--- config.mk ---
export PLATFORM = sky130hd
export DESIGN_NAME = eeprom_array_read_cache
export DESIGN_NICKNAME = d
export VERILOG_FILES = /design/src/earc_pkg.sv /design/src/earc_ram.sv /design/src/earc_front.sv /design/src/earc_back.sv /design/src/eeprom_array_read_cache.sv
export SDC_FILE = /design/constraint.sdc
export NUM_CORES = 1
export LEC_CHECK = 0
export BUFFER_PORTS_ARGS = -buffer_cell sky130_fd_sc_hd__buf_2
export CAP_MARGIN = 20
export CORE_UTILIZATION = 63
export DETAILED_ROUTE_END_ITERATION = 8
export PLACE_DENSITY_LB_ADDON = 0.08
export SLEW_MARGIN = 20
export SYNTH_ARGS = -nofsm -noshare
export SYNTH_HDL_FRONTEND = slang
export SYNTH_HIERARCHICAL = 1
export SYNTH_SLANG_ARGS = --single-unit
--- constraint.sdc ---
create_clock -name aclk -period 7.78 [get_ports aclk]
set_input_delay 0.778 -clock aclk [delete_from_list [all_inputs] [get_ports aclk]]
set_output_delay 0.778 -clock aclk [all_outputs]
set_load 0.02 [all_outputs]
--- src/earc_pkg.sv ---
// Shared constants, types and codes of the EEPROM array read cache.
package earc_pkg;

    localparam int LINES_DEF      = 4;
    localparam int LINE_BYTES_DEF = 16;
    localparam int CHIPS_DEF      = 4;

    localparam int ADDR_W    = 18;
    localparam int DATA_W    = 8;
    localparam int CSIZE_W   = 16;
    localparam int CCOUNT_W  = 3;
    localparam int BLEN_W    = 5;
    localparam int CFG_IDX_W = 2;
    // Total memory size: chip size times a chip count of at most seven.
    localparam int TOTAL_W   = CSIZE_W + 4;

    localparam int S_TDATA_W   = 32;
    localparam int M_TDATA_W   = 40;
    localparam int QUEUE_DEPTH = 2;

    localparam logic [CSIZE_W-1:0]  CHIP_SIZE_RST  = 16'd8192;
    localparam logic [CCOUNT_W-1:0] CHIP_COUNT_RST = 3'd1;
    localparam logic [7:0]          BUS_BASE       = 8'hA0;

    typedef enum logic [CFG_IDX_W-1:0] {
        REG_CHIP_SIZE  = 2'd0,
        REG_CHIP_COUNT = 2'd1
    } cfg_reg_t;

    typedef enum logic {
        ITEM_READ = 1'b0,
        ITEM_FILL = 1'b1
    } item_kind_t;

    typedef enum logic {
        RES_ANSWER = 1'b0,
        RES_BURST  = 1'b1
    } res_kind_t;

    typedef enum logic [1:0] {
        ST_OK    = 2'd0,
        ST_BUSY  = 2'd1,
        ST_RANGE = 2'd2
    } status_t;

    typedef struct packed {
        item_kind_t          kind;
        logic [ADDR_W-1:0]   addr;
        logic [DATA_W-1:0]   fill_data;
    } item_t;

    typedef struct packed {
        res_kind_t           kind;
        status_t             status;
        logic [DATA_W-1:0]   read_data;
        logic [7:0]          bus_device;
        logic [CSIZE_W-1:0]  chip_address;
        logic [BLEN_W-1:0]   burst_length;
        logic                last;
    } res_t;

    // Effective chip size and total memory size, derived from the registers.
    typedef struct packed {
        logic [CSIZE_W-1:0]  chip_size;
        logic [TOTAL_W-1:0]  total;
    } cfg_t;

endpackage

--- src/earc_ram.sv ---
// Generic single-port-write, single-port-read RAM with registered read data.
module earc_ram #(
    parameter int WIDTH = 8,
    parameter int DEPTH = 64
) (
    input  logic                                  aclk,
    input  logic                                  wr_en,
    input  logic [(DEPTH > 1 ? $clog2(DEPTH) : 1)-1:0] wr_addr,
    input  logic [WIDTH-1:0]                      wr_data,
    input  logic                                  rd_en,
    input  logic [(DEPTH > 1 ? $clog2(DEPTH) : 1)-1:0] rd_addr,
    output logic [WIDTH-1:0]                      rd_data
);

    logic [WIDTH-1:0] mem [DEPTH];
    logic [WIDTH-1:0] rd_data_reg;

    always_ff @(posedge aclk) begin
        if (wr_en) begin
            mem[wr_addr] <= wr_data;
        end
        if (rd_en) begin
            rd_data_reg <= mem[rd_addr];
        end
    end

    assign rd_data = rd_data_reg;

endmodule

--- src/earc_front.sv ---
// Input side: accepts stream transfers, classifies them and queues them for the engine.
module earc_front (
    input  logic                           aclk,
    input  logic                           aresetn,
    input  logic                           s_tvalid,
    output logic                           s_tready,
    input  logic [earc_pkg::S_TDATA_W-1:0] s_tdata,
    input  logic                           s_tuser,
    output logic                           q_valid,
    output earc_pkg::item_t                q_item,
    input  logic                           q_pop
);
    import earc_pkg::*;

    localparam int PTR_W = (QUEUE_DEPTH > 1) ? $clog2(QUEUE_DEPTH) : 1;
    localparam int CNT_W = $clog2(QUEUE_DEPTH + 1);

    item_t            slot_reg [QUEUE_DEPTH];
    item_t            in_item;
    logic [PTR_W-1:0] wr_ptr_reg, wr_ptr_next;
    logic [PTR_W-1:0] rd_ptr_reg, rd_ptr_next;
    logic [CNT_W-1:0] count_reg, count_next;
    logic             push, pop;

    assign in_item.kind      = s_tuser ? ITEM_FILL : ITEM_READ;
    assign in_item.addr      = s_tdata[ADDR_W-1:0];
    assign in_item.fill_data = s_tdata[ADDR_W +: DATA_W];

    assign s_tready = (count_reg != CNT_W'(QUEUE_DEPTH));
    assign q_valid  = (count_reg != '0);
    assign q_item   = slot_reg[rd_ptr_reg];

    assign push = s_tvalid && s_tready;
    assign pop  = q_pop && q_valid;

    always_comb begin
        wr_ptr_next = wr_ptr_reg;
        rd_ptr_next = rd_ptr_reg;
        count_next  = count_reg;
        if (push) begin
            wr_ptr_next = (wr_ptr_reg == PTR_W'(QUEUE_DEPTH - 1)) ? '0 : wr_ptr_reg + 1'b1;
        end
        if (pop) begin
            rd_ptr_next = (rd_ptr_reg == PTR_W'(QUEUE_DEPTH - 1)) ? '0 : rd_ptr_reg + 1'b1;
        end
        if (push && !pop) begin
            count_next = count_reg + 1'b1;
        end else if (pop && !push) begin
            count_next = count_reg - 1'b1;
        end
    end

    always_ff @(posedge aclk) begin
        if (!aresetn) begin
            wr_ptr_reg <= '0;
            rd_ptr_reg <= '0;
            count_reg  <= '0;
        end else begin
            wr_ptr_reg <= wr_ptr_next;
            rd_ptr_reg <= rd_ptr_next;
            count_reg  <= count_next;
        end
    end

    always_ff @(posedge aclk) begin
        if (push) begin
            slot_reg[wr_ptr_reg] <= in_item;
        end
    end

endmodule

--- src/earc_back.sv ---
// Cache engine: tag compare, line fill bookkeeping, chip mapping and result generation.
module earc_back #(
    parameter int LINES      = earc_pkg::LINES_DEF,
    parameter int LINE_BYTES = earc_pkg::LINE_BYTES_DEF,
    parameter int CHIPS      = earc_pkg::CHIPS_DEF
) (
    input  logic              aclk,
    input  logic              aresetn,
    input  logic              q_valid,
    input  earc_pkg::item_t   q_item,
    output logic              q_pop,
    input  earc_pkg::cfg_t    cfg,
    input  logic              out_free,
    output logic              res_load,
    output earc_pkg::res_t    res
);
    import earc_pkg::*;

    localparam int LI_W      = (LINES > 1) ? $clog2(LINES) : 1;
    localparam int OFF_W     = (LINE_BYTES > 1) ? $clog2(LINE_BYTES) : 1;
    localparam int LEN_W     = $clog2(LINE_BYTES + 1);
    localparam int RAM_DEPTH = LINES * LINE_BYTES;
    localparam int RA_W      = (RAM_DEPTH > 1) ? $clog2(RAM_DEPTH) : 1;
    localparam int CH_W      = (CHIPS > 1) ? $clog2(CHIPS) : 1;

    typedef enum logic [5:0] {
        S_IDLE   = 6'b000001,
        S_CHECK  = 6'b000010,
        S_HITRD  = 6'b000100,
        S_MAP    = 6'b001000,
        S_BURST1 = 6'b010000,
        S_BURST2 = 6'b100000
    } state_t;

    state_t             state_reg, state_next;
    item_t              cur_reg, cur_next;
    logic               line_valid_reg [LINES];
    logic               line_valid_next [LINES];
    logic [ADDR_W-1:0]  line_start_reg [LINES];
    logic [ADDR_W-1:0]  line_start_next [LINES];
    logic [LEN_W-1:0]   line_len_reg [LINES];
    logic [LEN_W-1:0]   line_len_next [LINES];
    logic [LI_W-1:0]    vp_reg, vp_next;
    logic               fill_active_reg, fill_active_next;
    logic [LI_W-1:0]    fill_line_reg, fill_line_next;
    logic [LEN_W-1:0]   fill_count_reg, fill_count_next;
    logic [LEN_W-1:0]   fill_len_reg, fill_len_next;
    logic [DATA_W-1:0]  first_byte_reg, first_byte_next;
    logic [CH_W-1:0]    chip_reg, chip_next;
    logic [CSIZE_W-1:0] local_reg, local_next;

    // Lookup and mapping terms.
    logic [TOTAL_W-1:0] addr_w;
    logic               in_range;
    logic [ADDR_W-1:0]  diff [LINES];
    logic               hit_any;
    logic [LI_W-1:0]    hit_line;
    logic [OFF_W-1:0]   hit_off;
    logic [TOTAL_W-1:0] room;
    logic [LEN_W-1:0]   miss_len;
    logic [LI_W-1:0]    vp_inc;
    logic [LEN_W-1:0]   fill_cnt_inc;
    logic               fill_done;
    logic [DATA_W-1:0]  answer_byte;
    logic               is_fill;
    logic               emit_check;
    logic               proceed;
    logic [TOTAL_W-1:0] bnd;
    logic [CH_W-1:0]    map_chip;
    logic [TOTAL_W-1:0] map_base;
    logic [CSIZE_W-1:0] first_len;
    logic               single;

    logic               ram_wr_en, ram_rd_en;
    logic [RA_W-1:0]    ram_wr_addr, ram_rd_addr;
    logic [DATA_W-1:0]  ram_rd_data;

    assign addr_w   = TOTAL_W'(cur_reg.addr);
    assign in_range = (addr_w < cfg.total);
    assign is_fill  = (cur_reg.kind == ITEM_FILL);

    // Every line compares in parallel; the lowest matching line wins.
    always_comb begin
        hit_any  = 1'b0;
        hit_line = '0;
        hit_off  = '0;
        for (int i = 0; i < LINES; i++) begin
            diff[i] = cur_reg.addr - line_start_reg[i];
            if (!hit_any && line_valid_reg[i] && (cur_reg.addr >= line_start_reg[i]) &&
                (diff[i] < ADDR_W'(line_len_reg[i]))) begin
                hit_any  = 1'b1;
                hit_line = LI_W'(i);
                hit_off  = OFF_W'(diff[i]);
            end
        end
    end

    assign room     = cfg.total - addr_w;
    assign miss_len = (room > TOTAL_W'(LINE_BYTES)) ? LEN_W'(LINE_BYTES) : LEN_W'(room);
    assign vp_inc   = (vp_reg == LI_W'(LINES - 1)) ? '0 : vp_reg + 1'b1;

    assign fill_cnt_inc = fill_count_reg + 1'b1;
    assign fill_done    = (fill_cnt_inc == fill_len_reg);
    // The answer to a fill is the first byte of the new line.
    assign answer_byte  = (fill_count_reg == '0) ? cur_reg.fill_data : first_byte_reg;

    assign emit_check = is_fill ? (fill_active_reg && fill_done)
                                : (fill_active_reg || !in_range);
    assign proceed    = !emit_check || out_free;

    // Chip index is the count of chip boundaries at or below the address.
    always_comb begin
        map_chip = '0;
        map_base = '0;
        bnd      = '0;
        for (int k = 1; k < CHIPS; k++) begin
            bnd = TOTAL_W'(cfg.chip_size * k);
            if (addr_w >= bnd) begin
                map_chip = CH_W'(k);
                map_base = bnd;
            end
        end
    end

    assign first_len = cfg.chip_size - local_reg;
    assign single    = (first_len >= CSIZE_W'(fill_len_reg));

    assign q_pop = (state_reg == S_IDLE) && q_valid;

    assign ram_wr_en   = (state_reg == S_CHECK) && is_fill && fill_active_reg;
    assign ram_wr_addr = RA_W'(fill_line_reg * LINE_BYTES + fill_count_reg);
    assign ram_rd_en   = (state_reg == S_CHECK) && !is_fill && !fill_active_reg &&
                         in_range && hit_any;
    assign ram_rd_addr = RA_W'(hit_line * LINE_BYTES + hit_off);

    always_comb begin
        state_next       = state_reg;
        cur_next         = cur_reg;
        line_valid_next  = line_valid_reg;
        line_start_next  = line_start_reg;
        line_len_next    = line_len_reg;
        vp_next          = vp_reg;
        fill_active_next = fill_active_reg;
        fill_line_next   = fill_line_reg;
        fill_count_next  = fill_count_reg;
        fill_len_next    = fill_len_reg;
        first_byte_next  = first_byte_reg;
        chip_next        = chip_reg;
        local_next       = local_reg;
        res_load         = 1'b0;
        res              = '0;
        res.kind         = RES_ANSWER;
        res.status       = ST_OK;
        res.last         = 1'b1;

        case (state_reg)
            S_IDLE: begin
                if (q_valid) begin
                    cur_next   = q_item;
                    state_next = S_CHECK;
                end
            end
            S_CHECK: begin
                if (proceed) begin
                    state_next = S_IDLE;
                    if (is_fill) begin
                        if (fill_active_reg) begin
                            if (fill_count_reg == '0) begin
                                first_byte_next = cur_reg.fill_data;
                            end
                            fill_count_next = fill_cnt_inc;
                            if (fill_done) begin
                                fill_active_next                = 1'b0;
                                line_valid_next[fill_line_reg] = 1'b1;
                                res.read_data                   = answer_byte;
                                res_load                        = 1'b1;
                            end
                        end
                    end else if (fill_active_reg) begin
                        res.status = ST_BUSY;
                        res_load   = 1'b1;
                    end else if (!in_range) begin
                        res.status = ST_RANGE;
                        res_load   = 1'b1;
                    end else if (hit_any) begin
                        state_next = S_HITRD;
                    end else begin
                        vp_next                 = vp_inc;
                        line_valid_next[vp_inc] = 1'b0;
                        line_start_next[vp_inc] = cur_reg.addr;
                        line_len_next[vp_inc]   = miss_len;
                        fill_active_next        = 1'b1;
                        fill_line_next          = vp_inc;
                        fill_count_next         = '0;
                        fill_len_next           = miss_len;
                        state_next              = S_MAP;
                    end
                end
            end
            S_HITRD: begin
                res.read_data = ram_rd_data;
                if (out_free) begin
                    res_load   = 1'b1;
                    state_next = S_IDLE;
                end
            end
            S_MAP: begin
                chip_next  = map_chip;
                local_next = CSIZE_W'(addr_w - map_base);
                state_next = S_BURST1;
            end
            S_BURST1: begin
                res.kind         = RES_BURST;
                res.bus_device   = BUS_BASE + 8'({chip_reg, 1'b0});
                res.chip_address = local_reg;
                res.burst_length = single ? BLEN_W'(fill_len_reg) : BLEN_W'(first_len);
                res.last         = single;
                if (out_free) begin
                    res_load   = 1'b1;
                    state_next = single ? S_IDLE : S_BURST2;
                end
            end
            S_BURST2: begin
                // The line runs on into the next chip from its address zero.
                res.kind         = RES_BURST;
                res.bus_device   = BUS_BASE + 8'({chip_reg, 1'b0}) + 8'd2;
                res.chip_address = '0;
                res.burst_length = BLEN_W'(fill_len_reg - LEN_W'(first_len));
                if (out_free) begin
                    res_load   = 1'b1;
                    state_next = S_IDLE;
                end
            end
            default: begin
                state_next = S_IDLE;
            end
        endcase
    end

    always_ff @(posedge aclk) begin
        if (!aresetn) begin
            state_reg       <= S_IDLE;
            vp_reg          <= '0;
            fill_active_reg <= 1'b0;
            fill_line_reg   <= '0;
            fill_count_reg  <= '0;
            fill_len_reg    <= '0;
            for (int i = 0; i < LINES; i++) begin
                line_valid_reg[i] <= 1'b0;
            end
        end else begin
            state_reg       <= state_next;
            vp_reg          <= vp_next;
            fill_active_reg <= fill_active_next;
            fill_line_reg   <= fill_line_next;
            fill_count_reg  <= fill_count_next;
            fill_len_reg    <= fill_len_next;
            line_valid_reg  <= line_valid_next;
        end
    end

    always_ff @(posedge aclk) begin
        cur_reg        <= cur_next;
        line_start_reg <= line_start_next;
        line_len_reg   <= line_len_next;
        first_byte_reg <= first_byte_next;
        chip_reg       <= chip_next;
        local_reg      <= local_next;
    end

    earc_ram #(
        .WIDTH (DATA_W),
        .DEPTH (RAM_DEPTH)
    ) u_line_ram (
        .aclk    (aclk),
        .wr_en   (ram_wr_en),
        .wr_addr (ram_wr_addr),
        .wr_data (cur_reg.fill_data),
        .rd_en   (ram_rd_en),
        .rd_addr (ram_rd_addr),
        .rd_data (ram_rd_data)
    );

`ifndef SYNTHESIS
    // A line being filled must not answer hits.
    a_fill_line_invalid: assert property (@(posedge aclk) disable iff (!aresetn)
        fill_active_reg |-> !line_valid_reg[fill_line_reg])
        else $error("line under fill is marked valid");

    a_fill_count_bound: assert property (@(posedge aclk) disable iff (!aresetn)
        fill_active_reg |-> (fill_count_reg < fill_len_reg))
        else $error("fill count reached fill length while fill active");

    a_load_when_free: assert property (@(posedge aclk) disable iff (!aresetn)
        res_load |-> out_free)
        else $error("result loaded while output register occupied");

    a_burst2_order: assert property (@(posedge aclk) disable iff (!aresetn)
        (state_reg == S_BURST2) |->
            ($past(state_reg) == S_BURST1) || ($past(state_reg) == S_BURST2))
        else $error("second burst not preceded by first burst");
`endif

endmodule

--- src/eeprom_array_read_cache.sv ---
// Top level of the EEPROM array read cache: configuration, queue, engine and output register.
// Busy, range and last-fill-byte answers come straight from the engine; a hit answer needs a
// line RAM read, and a miss yields one or two burst requests.
// The engine takes one queued item at a time and finishes it before it takes the next.
// Reset (aresetn low, synchronous) empties the queue, invalidates all lines and restores
// chip_size 8192 and chip_count 1.
module eeprom_array_read_cache #(
    parameter int LINES      = earc_pkg::LINES_DEF,
    parameter int LINE_BYTES = earc_pkg::LINE_BYTES_DEF,
    parameter int CHIPS      = earc_pkg::CHIPS_DEF
) (
    input  logic                           aclk,
    input  logic                           aresetn,
    input  logic                           s_tvalid,
    output logic                           s_tready,
    // s_tdata: addr[17:0], fill_data[25:18], zero pad[31:26]
    input  logic [earc_pkg::S_TDATA_W-1:0] s_tdata,
    // s_tuser: func (0 host read, 1 fill byte)
    input  logic                           s_tuser,
    output logic                           m_tvalid,
    input  logic                           m_tready,
    // m_tdata: status[1:0], read_data[9:2], bus_device[17:10], chip_address[33:18],
    //          burst_length[38:34], zero pad[39]
    output logic [earc_pkg::M_TDATA_W-1:0] m_tdata,
    // m_tuser: kind (0 read answer, 1 burst request)
    output logic                           m_tuser,
    output logic                           m_tlast,
    input  logic                           cfg_valid,
    output logic                           cfg_ready,
    input  logic [earc_pkg::CFG_IDX_W-1:0] cfg_index,
    input  logic [earc_pkg::CSIZE_W-1:0]   cfg_data
);
    import earc_pkg::*;

    logic [CSIZE_W-1:0]  chip_size_reg, chip_size_next;
    logic [CCOUNT_W-1:0] chip_count_reg, chip_count_next;
    cfg_t                cfg_reg, cfg_next;
    logic [CSIZE_W-1:0]  size_eff;
    logic [3:0]          count_eff;

    logic                m_valid_reg, m_valid_next;
    res_t                m_res_reg, m_res_next;
    logic                out_free;
    logic                res_load;
    res_t                res;

    logic                q_valid;
    item_t               q_item;
    logic                q_pop;

    assign cfg_ready = 1'b1;

    always_comb begin
        chip_size_next  = chip_size_reg;
        chip_count_next = chip_count_reg;
        if (cfg_valid && cfg_ready) begin
            if (cfg_index == REG_CHIP_SIZE) begin
                chip_size_next = cfg_data;
            end else if (cfg_index == REG_CHIP_COUNT) begin
                chip_count_next = cfg_data[CCOUNT_W-1:0];
            end
        end
    end

    // Chips smaller than a line act as one line; extra chips beyond CHIPS are ignored.
    assign size_eff  = (chip_size_reg < CSIZE_W'(LINE_BYTES)) ? CSIZE_W'(LINE_BYTES)
                                                              : chip_size_reg;
    assign count_eff = ({1'b0, chip_count_reg} > 4'(CHIPS)) ? 4'(CHIPS)
                                                            : {1'b0, chip_count_reg};

    assign cfg_next.chip_size = size_eff;
    assign cfg_next.total     = TOTAL_W'({4'b0, size_eff} * {16'b0, count_eff});

    always_ff @(posedge aclk) begin
        if (!aresetn) begin
            chip_size_reg  <= CHIP_SIZE_RST;
            chip_count_reg <= CHIP_COUNT_RST;
            cfg_reg        <= '0;
        end else begin
            chip_size_reg  <= chip_size_next;
            chip_count_reg <= chip_count_next;
            cfg_reg        <= cfg_next;
        end
    end

    earc_front u_front (
        .aclk     (aclk),
        .aresetn  (aresetn),
        .s_tvalid (s_tvalid),
        .s_tready (s_tready),
        .s_tdata  (s_tdata),
        .s_tuser  (s_tuser),
        .q_valid  (q_valid),
        .q_item   (q_item),
        .q_pop    (q_pop)
    );

    earc_back #(
        .LINES      (LINES),
        .LINE_BYTES (LINE_BYTES),
        .CHIPS      (CHIPS)
    ) u_back (
        .aclk     (aclk),
        .aresetn  (aresetn),
        .q_valid  (q_valid),
        .q_item   (q_item),
        .q_pop    (q_pop),
        .cfg      (cfg_reg),
        .out_free (out_free),
        .res_load (res_load),
        .res      (res)
    );

    // The output register frees itself in the same cycle its transfer completes.
    assign out_free     = !m_valid_reg || m_tready;
    assign m_valid_next = res_load ? 1'b1 : (m_tready ? 1'b0 : m_valid_reg);
    assign m_res_next   = res_load ? res : m_res_reg;

    always_ff @(posedge aclk) begin
        if (!aresetn) begin
            m_valid_reg <= 1'b0;
        end else begin
            m_valid_reg <= m_valid_next;
        end
    end

    always_ff @(posedge aclk) begin
        m_res_reg <= m_res_next;
    end

    assign m_tvalid = m_valid_reg;
    assign m_tuser  = m_res_reg.kind;
    assign m_tlast  = m_res_reg.last;
    assign m_tdata  = {1'b0, m_res_reg.burst_length, m_res_reg.chip_address,
                       m_res_reg.bus_device, m_res_reg.read_data, m_res_reg.status};

endmodule
==> reports/qor.csv <==
stage,metric,value,unit
logic_synthesis,netlist-cell-type-count,103,
placement,routabilityCongestion,0.943,
power,p_leak,17.3,nW
global_routing,grt.overflow.total,0,
power,sw_frac_of_total,0.320,
job,cap_violations,0,
logic_synthesis,synth_common_cells,"760 x edfxtp_1, 245 x inv_1, 240 x ha_1, 239 x nor2_1, 204 x nand2_1",
critical_path,worstSetupPathType,flip-flop to flip-flop,
final_layout,nFillCells,4557,
placement,post-place-ws,0.736,ns
critical_path,crit_fanout,16,
clock_network,root_buffer,clkbuf_16,
timing,tightestPinTransition,1.15,ns
critical_path,ff2ff_path_depth,31,
timing,setup_viol,0,
detailed_routing,wl_per_cell,24.5,um
clock_network,cts_tree,yes,
critical_path,worstPathRequired,8.18,ns
power,cell_internal_pwr,9.32,mW
global_routing,grt_usage,0.315,
timing,fin_setup_tns,0,ns
final_layout,final_cells,4398,
clock_network,cts.clk_slew.worst_paths,0.06,ns
power,switchingPower,4.40,mW
timing,fmax,140,MHz
timing,finalMaxSlewViolations,0,
critical_path,path_common_cell,a21oi_1,
timing,fin_crit,7.13,ns
logic_synthesis,synth_top_area_cell,edfxtp_1,
timing,hold_viol_final,0,
placement,post-place-cells,4235,
outcome,status,"complete, no violations",
critical_path,r2r-start,cfg_reg[21]$_SDFF_PN0_,
clock_network,cts.repair.resized,0,
logic_synthesis,synthCells,3303,
clock_network,clockBufferDepth,3,
critical_path,crit_path_start_kind,flip-flop,
final_layout,diodes,0,
logic_synthesis,ys.flop_type,edfxtp_1,
critical_path,cp-startpoint,cfg_reg[21]$_SDFF_PN0_,
timing,relSlewSlack,0.235,
power,cellPowerDensity,288,nW/um2
logic_synthesis,seq_area_frac_synth,0.570,
power,seq_power_share,0.423,
final_layout,postLayoutCellArea,47600,um2
logic_synthesis,synth_edf_count,760,
clock_network,cts_max_level,3,
critical_path,slowest_delay,0.54,ns
die,die_area,69200,um2
clock_network,worstSkewPairLatency,0.67,ns
timing,finalCritPeriodShare,0.917,
placement,place_area,44600,um2
detailed_routing,drt_pass1_iterations,8,
final_layout,drive_gt1_frac,0.151,
timing,grt_setup_unrepaired,false,
timing,worst_slack,0.648,ns
logic_synthesis,synth_top_area_share,0.531,
critical_path,endpoint,u_back/local_reg[14]$_DFFE_PP_,
die,pin_count,101,
global_routing,antenna_found_initial,1,
critical_path,critPathTopFamily,compound AO/OA/AOI/OAI gates,
detailed_routing,drt_iter0_drc,2488,
power,comb_power_share,0.273,
global_routing,grt_pass1_wl,166000,um
clock_network,hold_buffers,0,
die,die_height,263,um
critical_path,slowest_stage,dfxtp_1,
logic_synthesis,yosysMostFrequentCell,edfxtp_1,
critical_path,r2r_setup_slack,0.65,ns
final_layout,largest_register_ffs,512,
critical_path,crit_arrival,7.53,ns
power,finalPower,13.7,mW
power,irDropWorstVdd,0.310,mV
critical_path,reg2reg_to,u_back/local_reg[14]$_DFFE_PP_,
logic_synthesis,syn_area,42900,um2
clock_network,cts.sinks,843,
die,fp.dieW,263,um
timing,final.setup_skew,0.0349,ns
detailed_routing,postRouteAntennaNets,0,
logic_synthesis,async_reset_ff_frac,0,
detailed_routing,routed-via-count,28500,
logic_synthesis,synth_area_leaders,"edfxtp_1 53%, ha_1 7.0%, mux4_2 6.5%, dfxtp_1 3.9%, inv_1 2.1%",
die,core_area,67300,um2
hold_path,min_path_type,input pin to flip-flop,
critical_path,cp.depth,31,
clock_network,cts_setup_buffers,0,
critical_path,critPathCaptureType,flip-flop,
detailed_routing,drc,0,
placement,portBuffers,92,
final_layout,area_growth,10.7,%
placement,dp_hpwl,74300,um
power,clkPwrFrac,0.304,
logic_synthesis,ys_warn_count,6,
die,start_util,0.638,
global_routing,grt_max_degree,66,
critical_path,cp_num_buf_inv,1,
logic_synthesis,synth.avg_cell_area,13.0,um2
detailed_routing,viasPerCell,6.48,
logic_synthesis,ys_seq_elements,843,
clock_network,cts_made_buffers,88,
final_layout,finalNetCount,3773,
detailed_routing,routed_wl,108000,um
die,std_cell_rows,95,
global_routing,grt_pass1_vias,28800,
how the worst min path moves through the flow:
| stage | startpoint | endpoint | cells past startpoint |
|---|---|---|---|
| 5_1_grt | s_tdata[23] | u_front/slot_reg[1][5]$_DFFE_PP_ | 1 |
| 2_1_floorplan | chip_count_reg[0]$_SDFFE_PN1P_ | chip_count_reg[0]$_SDFFE_PN1P_ | 2 |
| 3_3_place_gp | chip_count_reg[0]$_SDFFE_PN1P_ | chip_count_reg[0]$_SDFFE_PN1P_ | 2 |
| 6_report | s_tdata[20] | u_front/slot_reg[1][2]$_DFFE_PP_ | 1 |
| 3_5_place_dp | chip_count_reg[0]$_SDFFE_PN1P_ | chip_count_reg[0]$_SDFFE_PN1P_ | 2 |
| 4_1_cts | s_tdata[20] | u_front/slot_reg[0][2]$_DFFE_PP_ | 1 |
worst register-to-register path: cells and delay by family (launching register included):
kind                       cells  cell delay, ns
AOI/OAI and AO/OA             24            4.90
adders and majority gates      3            0.92
DFF                            1            0.54
xor gates and xnor gates       2            0.23
buffers and inverters          1            0.23
and+or+nand+nor                1            0.06
logic make-up after synthesis:
family	count (synthesis)	share of synthesized area
AOI/OAI and AO/OA	663	0.106
xor gates and xnor gates	86	0.0179
adders and majority gates	264	0.0811
buffers and inverters	363	0.0352
DFF	843	0.570
muxes	225	0.0902
other	3	0.000262
and+or+nand+nor	856	0.0994
metal layers:
metal / part of all wire / global-route usage
met5: 0.00012 / 0
met4: 0.050 / 0.145
met3: 0.067 / 0.0460
met2: 0.49 / 0.530
met1: 0.40 / 0.406
cell type report:
type,count,area [um2],area share
timing repair buffer,170,1120,0.0235
sequential,843,24500,0.515
multi-input combinational,2102,17000,0.358
clock inverter,48,554,0.0117
tap,873,1090,0.0230
clock buffer,114,2350,0.0494
inverter,248,931,0.0196
placed cells by master, fill, tap and decap left out, drive strengths merged, types with 19 or more instances in the layout:
master    n
clkinv   38
nand3    67
ha      240
mux4    124
xor2     35
nand4    25
o21ai   107
buf     170
nand2b   43
o22ai    38
and2     45
a211oi   23
o21a     41
mux2i    49
nor3     40
a31oi    37
edfxtp  760
a21oi   143
o211ai   19
nor2    239
and3     23
fa       24
nor2b    51
nand2   204
mux2     52
nand3b   19
clkbuf  114
o21bai   20
nor4     25
xnor2    50
dfxtp    83
a21o     56
inv     246
power groups by stage:
stage                     clock, mW  combinational [mW]  sequential (mW)
final                          4.17                3.74             5.80
after global routing           4.40                4.14             5.81
after detailed placement          0                3.69             5.90
after floorplan                   0                2.42             5.94
after global placement            0                3.59             5.89
after CTS                      4.23                3.72             5.81
through the flow:
stage               hold WS [ns]  utilization
floorplan                  0.436            -
global placement           0.456        0.663
detailed placement         0.477        0.663
CTS                        0.268        0.707
global route               0.275        0.707
finish                     0.299        0.707
Note: power is estimated with default switching activity, not from simulation.
